`config.mk`:
```
export PLATFORM = sky130hd
export DESIGN_NAME = json_string_unescape_core
export DESIGN_NICKNAME = d
export VERILOG_FILES = /design/src/rtl/jsu_pkg.sv /design/src/rtl/jsu_decode.sv /design/src/rtl/json_string_unescape_core.sv
export SDC_FILE = /design/constraint.sdc
export NUM_CORES = 1
export LEC_CHECK = 0
export ABC_CLOCK_PERIOD_IN_PS = 3200
export BUFFER_PORTS_ARGS = -buffer_cell sky130_fd_sc_hd__buf_4
export CORE_MARGIN = 2
export CORE_UTILIZATION = 61
export CTS_CLUSTER_DIAMETER = 150
export CTS_CLUSTER_SIZE = 40
export DETAILED_ROUTE_END_ITERATION = 12
export PLACE_DENSITY = 0.8
export SKIP_LAST_GASP = 1
export SLEW_MARGIN = 20
export SYNTH_ARGS = -nofsm -noshare
export SYNTH_HDL_FRONTEND = slang
export SYNTH_HIERARCHICAL = 1
export SYNTH_SLANG_ARGS = --single-unit
```
`constraint.sdc`:
```
create_clock -name clk -period 3.2 [get_ports clk]
set_input_delay 0.32 -clock clk [delete_from_list [all_inputs] [get_ports clk]]
set_output_delay 0.32 -clock clk [all_outputs]
set_load 0.05 [all_outputs]
```
`src/rtl/jsu_pkg.sv`:
```
`timescale 1ns / 1ps
// Package for the JSON string unescape block: scan modes, result kinds,
// character codes, decode state and result bank types, hex digit lookup.
// No dependencies.
package jsu_pkg;

	typedef enum logic [1:0] {
		MODE_NORMAL = 2'd0,
		MODE_ESCAPE = 2'd1,
		MODE_HEX    = 2'd2
	} mode_t;

	typedef enum logic [1:0] {
		KIND_DATA  = 2'd0,
		KIND_DONE  = 2'd1,
		KIND_ERROR = 2'd2
	} kind_t;

	localparam logic [7:0] CH_QUOTE  = 8'h22;
	localparam logic [7:0] CH_BSLASH = 8'h5C;
	localparam logic [7:0] CH_N      = 8'h6E;
	localparam logic [7:0] CH_T      = 8'h74;
	localparam logic [7:0] CH_R      = 8'h72;
	localparam logic [7:0] CH_B      = 8'h62;
	localparam logic [7:0] CH_F      = 8'h66;
	localparam logic [7:0] CH_U      = 8'h75;
	localparam logic [7:0] CH_LF     = 8'h0A;
	localparam logic [7:0] CH_TAB    = 8'h09;
	localparam logic [7:0] CH_CR     = 8'h0D;
	localparam logic [7:0] CH_BS     = 8'h08;
	localparam logic [7:0] CH_FF     = 8'h0C;

	localparam logic [15:0] CP_TWO_BYTE   = 16'h0080;
	localparam logic [15:0] CP_THREE_BYTE = 16'h0800;
	localparam logic [7:0]  LEAD_TWO      = 8'hC0;
	localparam logic [7:0]  LEAD_THREE    = 8'hE0;
	localparam logic [7:0]  CONT_MARK     = 8'h80;
	localparam logic [5:0]  CONT_MASK     = 6'h3F;

	localparam int unsigned MAX_RESULTS = 3;

	typedef struct packed {
		mode_t       mode;
		logic [15:0] hex_value;
		logic [1:0]  hex_count;
	} scan_state_t;

	typedef struct packed {
		logic [1:0]       count;
		kind_t            kind;
		logic [2:0][7:0]  bytes;
	} result_t;

	// bit 4 set marks a byte that is not a hex digit
	function automatic logic [4:0] hex_digit(input logic [7:0] b);
		logic [4:0] d;
		d = 5'h10;
		if (b >= 8'h30 && b <= 8'h39) d = {1'b0, 4'(b - 8'h30)};
		else if (b >= 8'h61 && b <= 8'h66) d = {1'b0, 4'(b - 8'h57)};
		else if (b >= 8'h41 && b <= 8'h46) d = {1'b0, 4'(b - 8'h37)};
		return d;
	endfunction

endpackage

```
`src/rtl/jsu_decode.sv`:
```
`timescale 1ns / 1ps
// Decode step for one input item: next scan state and the result bank.
// Depends on jsu_pkg.
module jsu_decode (
	input  jsu_pkg::scan_state_t cur,
	input  logic [7:0]           data_byte,
	input  logic                 at_end,
	output jsu_pkg::scan_state_t nxt,
	output jsu_pkg::result_t     res
);

	logic [4:0]  digit;
	logic [15:0] cp;

	assign digit = jsu_pkg::hex_digit(data_byte);
	assign cp    = {cur.hex_value[11:0], digit[3:0]};

	always_comb begin
		nxt       = cur;
		res.count = 2'd0;
		res.kind  = jsu_pkg::KIND_DATA;
		res.bytes = '0;
		if (at_end) begin
			nxt.mode      = jsu_pkg::MODE_NORMAL;
			nxt.hex_value = '0;
			nxt.hex_count = '0;
			res.count     = 2'd1;
			res.kind      = jsu_pkg::KIND_ERROR;
		end else begin
			case (cur.mode)
				jsu_pkg::MODE_ESCAPE: begin
					nxt.mode     = jsu_pkg::MODE_NORMAL;
					res.count    = 2'd1;
					res.bytes[0] = data_byte;
					case (data_byte)
						jsu_pkg::CH_N: res.bytes[0] = jsu_pkg::CH_LF;
						jsu_pkg::CH_T: res.bytes[0] = jsu_pkg::CH_TAB;
						jsu_pkg::CH_R: res.bytes[0] = jsu_pkg::CH_CR;
						jsu_pkg::CH_B: res.bytes[0] = jsu_pkg::CH_BS;
						jsu_pkg::CH_F: res.bytes[0] = jsu_pkg::CH_FF;
						jsu_pkg::CH_U: begin
							nxt.mode      = jsu_pkg::MODE_HEX;
							nxt.hex_value = '0;
							nxt.hex_count = '0;
							res.count     = 2'd0;
							res.bytes[0]  = '0;
						end
						default: res.bytes[0] = data_byte;
					endcase
				end
				jsu_pkg::MODE_HEX: begin
					if (digit[4]) begin
						nxt.mode      = jsu_pkg::MODE_NORMAL;
						nxt.hex_value = '0;
						nxt.hex_count = '0;
						res.count     = 2'd1;
						res.kind      = jsu_pkg::KIND_ERROR;
					end else if (cur.hex_count != 2'd3) begin
						nxt.hex_value = cp;
						nxt.hex_count = cur.hex_count + 2'd1;
					end else begin
						nxt.mode      = jsu_pkg::MODE_NORMAL;
						nxt.hex_value = '0;
						nxt.hex_count = '0;
						if (cp < jsu_pkg::CP_TWO_BYTE) begin
							res.count    = 2'd1;
							res.bytes[0] = cp[7:0];
						end else if (cp < jsu_pkg::CP_THREE_BYTE) begin
							res.count    = 2'd2;
							res.bytes[0] = jsu_pkg::LEAD_TWO | {3'b000, cp[10:6]};
							res.bytes[1] = jsu_pkg::CONT_MARK | {2'b00, cp[5:0] & jsu_pkg::CONT_MASK};
						end else begin
							res.count    = 2'd3;
							res.bytes[0] = jsu_pkg::LEAD_THREE | {4'h0, cp[15:12]};
							res.bytes[1] = jsu_pkg::CONT_MARK | {2'b00, cp[11:6] & jsu_pkg::CONT_MASK};
							res.bytes[2] = jsu_pkg::CONT_MARK | {2'b00, cp[5:0] & jsu_pkg::CONT_MASK};
						end
					end
				end
				default: begin
					nxt.mode = jsu_pkg::MODE_NORMAL;
					if (data_byte == jsu_pkg::CH_QUOTE) begin
						nxt.hex_value = '0;
						nxt.hex_count = '0;
						res.count     = 2'd1;
						res.kind      = jsu_pkg::KIND_DONE;
					end else if (data_byte == jsu_pkg::CH_BSLASH) begin
						nxt.mode = jsu_pkg::MODE_ESCAPE;
					end else begin
						res.count    = 2'd1;
						res.bytes[0] = data_byte;
					end
				end
			endcase
		end
	end

endmodule

```
`src/rtl/json_string_unescape_core.sv`:
```
`timescale 1ns / 1ps
// JSON string body unescaper, top level: input stage, decode, result bank.
// Depends on jsu_pkg and jsu_decode.
//
// Takes one byte of a JSON string body per item (tuser set marks end of
// source) and emits decoded bytes, a completion marker on the closing quote
// or an error on a bad hex digit or early end. An item waits in the input
// register until the result bank can take its results, which are then
// registered in the bank and presented from there. One item is taken per
// cycle while each gives at most one result and the output is not stalled;
// a u-escape that encodes to two or three UTF-8 bytes holds the input
// register while the result bank drains one result per cycle as the output accepts them.
module json_string_unescape_core (
	input  logic       clk,
	input  logic       arst_n,
	input  logic       s_axis_tvalid,
	output logic       s_axis_tready,
	input  logic [7:0] s_axis_tdata,   // [7:0] data_byte
	input  logic       s_axis_tuser,   // [0] at_end
	output logic       m_axis_tvalid,
	input  logic       m_axis_tready,
	output logic [7:0] m_axis_tdata,   // [7:0] out_byte
	output logic [1:0] m_axis_tuser,   // [1:0] kind
	output logic       m_axis_tlast
);

	logic                 valid_s1;
	logic [7:0]           byte_s1;
	logic                 end_s1;
	jsu_pkg::scan_state_t st_q;
	jsu_pkg::scan_state_t st_nxt;
	jsu_pkg::result_t     res;
	logic [2:0][7:0]      bytes_q;
	jsu_pkg::kind_t       kind_q;
	logic [1:0]           n_q;
	logic                 pop;
	logic                 advance;

	jsu_decode u_decode (
		.cur       (st_q),
		.data_byte (byte_s1),
		.at_end    (end_s1),
		.nxt       (st_nxt),
		.res       (res)
	);

	assign pop           = m_axis_tvalid && m_axis_tready;
	assign advance       = valid_s1 && (n_q == 2'd0 || (n_q == 2'd1 && m_axis_tready));
	assign s_axis_tready = !valid_s1 || advance;

	always_ff @(posedge clk or negedge arst_n) begin
		if (!arst_n) begin
			valid_s1 <= 1'b0;
		end else if (s_axis_tready) begin
			valid_s1 <= s_axis_tvalid;
		end
	end

	always_ff @(posedge clk) begin
		if (s_axis_tvalid && s_axis_tready) begin
			byte_s1 <= s_axis_tdata;
			end_s1  <= s_axis_tuser;
		end
	end

	always_ff @(posedge clk or negedge arst_n) begin
		if (!arst_n) begin
			st_q <= '{mode: jsu_pkg::MODE_NORMAL, hex_value: '0, hex_count: '0};
			n_q  <= 2'd0;
		end else if (advance) begin
			st_q <= st_nxt;
			n_q  <= res.count;
		end else if (pop) begin
			n_q <= n_q - 2'd1;
		end
	end

	// hold, or load a fresh bank, or advance to the next byte
	always_ff @(posedge clk) begin
		if (advance) begin
			bytes_q <= res.bytes;
			kind_q  <= res.kind;
		end else if (pop) begin
			bytes_q <= {8'h00, bytes_q[2], bytes_q[1]};
		end
	end

	assign m_axis_tvalid = n_q != 2'd0;
	assign m_axis_tdata  = bytes_q[0];
	assign m_axis_tuser  = kind_q;
	assign m_axis_tlast  = n_q == 2'd1;

	a_marker_single: assert property (@(posedge clk) disable iff (!arst_n)
		m_axis_tvalid && kind_q != jsu_pkg::KIND_DATA |-> n_q == 2'd1 && m_axis_tdata == 8'h00)
		else $error("marker result not alone or carries data");

	a_load_shows: assert property (@(posedge clk) disable iff (!arst_n)
		advance && res.count != 2'd0 |=> m_axis_tvalid)
		else $error("loaded results not presented");

	a_no_overwrite: assert property (@(posedge clk) disable iff (!arst_n)
		advance |-> n_q == 2'd0 || (n_q == 2'd1 && pop))
		else $error("result bank overwritten before drained");

	a_hex_only_in_hex: assert property (@(posedge clk) disable iff (!arst_n)
		st_q.mode != jsu_pkg::MODE_HEX |-> st_q.hex_count == 2'd0)
		else $error("hex digit count outside hex escape");

endmodule
```
==> results by group <==
Route
  • Post-DRT Antenna Nets: 0
  • Vias per cell: 6.74
  • Via count: 2912
  • Drt total wl: 8.54 mm
  • DRC viols: 0
  • Router iterations before antenna repair: 5
  • Routed length per instance: 19.8 um
  • Iteration-0 DRC Markers: 339

Layout
  • Share of cells above drive strength 1: 23.3%
  • Nets: 381
  • FILL cells: 441
  • Area Growth Syn to Fin: 6.49%
  • Diodes inserted: 0

Floorplan
  • Num ports: 26
  • FP Rows: 27
  • Die width: 80.9 um
  • Core region area: 5610 um^2
  • Die ar.: 6540 um^2
  • Die height: 80.9 um
  • Initial Util: 64.3%

Run status
  • Run status: completed

Critical path
  • Worst Path Class, Setup: register to register
  • Critical Path AT: 3.04 ns
  • Worst Path Required: 3.27 ns
  • CP Launch Type: register
  • Crit-path max FO: 8
  • Setup crit end kind: register

Timing
  • FMAX: 337 MHz
  • Hold_ws: 0.176 ns
  • Fin crit period: 2.97 ns
  • Final Setup Violations: 0
  • Clock Skews: 0.0163 ns
  • Hold Vio Cnt, Final: 0
  • Max_slew headroom: 32.2%
  • Worst-Margin Slew: 1.02 ns
  • Setup TNS: 0 ns
  • Final Max Tran Viols: 0
  • RSZ-0062 raised after global routing: no
  • Tcrit/Tclk final: 92.9%

Power
  • Pleak: 0.00156 uW
  • Max VDD drop: 0.599 mV
  • Pwr/cell area: 699 nW/um^2

Clock network
  • CTS H-Tree Depth: 2
  • TritonCTS clock tree: built
  • TritonCTS Buffers: 5
  • Post-CTS Setup Bufs: 0
  • Clk buf depth: 2
  • Reg clk slew, reported paths: 0.10 ns
  • Clock sink total: 54
  • Root Driver: clkbuf_8
  • Clock latency on the worst-skew pair: 0.32 ns
  • CTS resizes: 0

Global route
  • First-pass GRT wire length: 13.4 mm
  • Total track usage: 27.4%
  • Gr ovfl total: 0
  • Number of global-route vias before repair: 2649
  • Initial antenna violation count: 0
  • Largest net degree at the start of global routing: 29

Logic synthesis
  • Ys Warns: 6
  • Mapped cell area: 3600 um^2
  • Post-Synthesis Mean Instance Area: 10.3 um^2
  • Synth Instances: 351

Placement
  • DP HPWL: 6.18 mm
  • GPL Wtd Cong: 0.977
  • I/O Buffers: 25

Flow run
  • Max cap viols: 0

Worst hold path
  • Hold Path Class: input pin to register
==> worst max-delay path: stages, from the launching register on <==
cell	delay, ns
edfxtp_1	0.51
inv_1	0.19
ha_1	0.26
or3b_1	0.42
and3_1	0.29
o211ai_4	0.20
or3_1	0.23
inv_2	0.12
a22o_1	0.24
mux2_2	0.25
==> worst paths after layout <==
| path | startpoint | end | slack [ns] | cells past startpoint |
|---|---|---|---|---|
| worst max-delay path | byte_s1[0] | bytes_q[12] | 0.23 | 9 |
| worst min-delay path | s_axis_tdata[7] | byte_s1[7] | 0.18 | 1 |
| worst max register to register | byte_s1[0] | bytes_q[12] | 0.23 | 9 |
| worst min register to register | n_q[0] | n_q[0] | 0.53 | 1 |
| max in group asynchronous | arst_n | st_q[3] | 2.59 | 2 |
| min in group asynchronous | arst_n | st_q[12] | 0.41 | 2 |
==> cells in the final DEF (no fill, tap or decap), types with 2 or more instances in the layout <==
cell / instances
a32oi_1: 3
or3_1: 5
nand2_1: 13
inv_2: 2
a21boi_0: 2
a22oi_1: 3
and2_1: 12
dfrtp_1: 19
o211ai_1: 3
a211o_1: 2
clkbuf_8: 5
o21a_1: 2
o21ai_0: 10
o2bb2ai_2: 3
nand3_1: 5
nor4_1: 6
a311oi_1: 3
and3_1: 4
conb_1: 2
nand4b_1: 2
nor3_1: 12
a22o_1: 2
ha_1: 9
a31oi_1: 8
nand2b_1: 5
inv_1: 17
a221oi_1: 3
nor2_1: 23
nand3b_1: 3
nor2b_1: 3
o21bai_1: 3
edfxtp_1: 35
o31ai_1: 2
mux2_2: 30
a21oi_1: 27
buf_4: 33
mux2_1: 2
clkinv_4: 2
or4_1: 4
a21o_1: 3
==> routing by layer <==
layer	wire length (um)	share of wire, %	up-vias	global-route usage (%)
li1	-	-	1321	-
met1	3610	42	1394	38.6
met2	4070	48	180	44.3
met3	687	8.0	17	3.33
met4	177	2.1	0	9.15
met5	0	0	-	0
==> flip-flops by register name (all words and copies together) (netlist names) <==
register and count:
bytes_q 16, valid_s1 1, end_s1 1, m_axis_tdata 8
m_axis_tuser 2, n_q 2, byte_s1 8, st_q 16
==> power by group <==
| part | leakage [uW] | internal, uW | total [uW] | switching [uW] |
|---|---|---|---|---|
| clock network | 0.0000502 | 163 | 406 | 243 |
| logic | 0.000903 | 413 | 1160 | 751 |
| registers | 0.000608 | 996 | 1110 | 118 |
==> per-stage QoR <==
step	area [um^2]	util [%]	std cells	worst slack (ns)	total power [uW]
floorplan	3610	-	352	0.530	2080
global placement	3730	66.5	423	0.422	2260
detailed placement	3730	66.5	423	0.305	2290
CTS	3840	68.4	432	0.268	2690
global route	3840	68.4	432	0.0874	2810
finish	3840	68.4	432	0.228	2680
==> area by class of cell <==
cell class	instances	area, um^2	area share, %
clock inverter	3	28.8	0.750
tap	72	90.1	2.35
multi-input combinational	245	1790	46.8
inverter	19	71.3	1.86
sequential	54	1530	39.8
clock buffer	5	68.8	1.79
timing repair buffer	34	258	6.72
==> repair_timing <==
item | 4_1_cts | 5_1_grt
endpoints found under the setup margin | 0 | 0
hold buffers | 1 | 0
hold endpoints to repair | 19 | 0
Power figures use the tool's default switching activity.
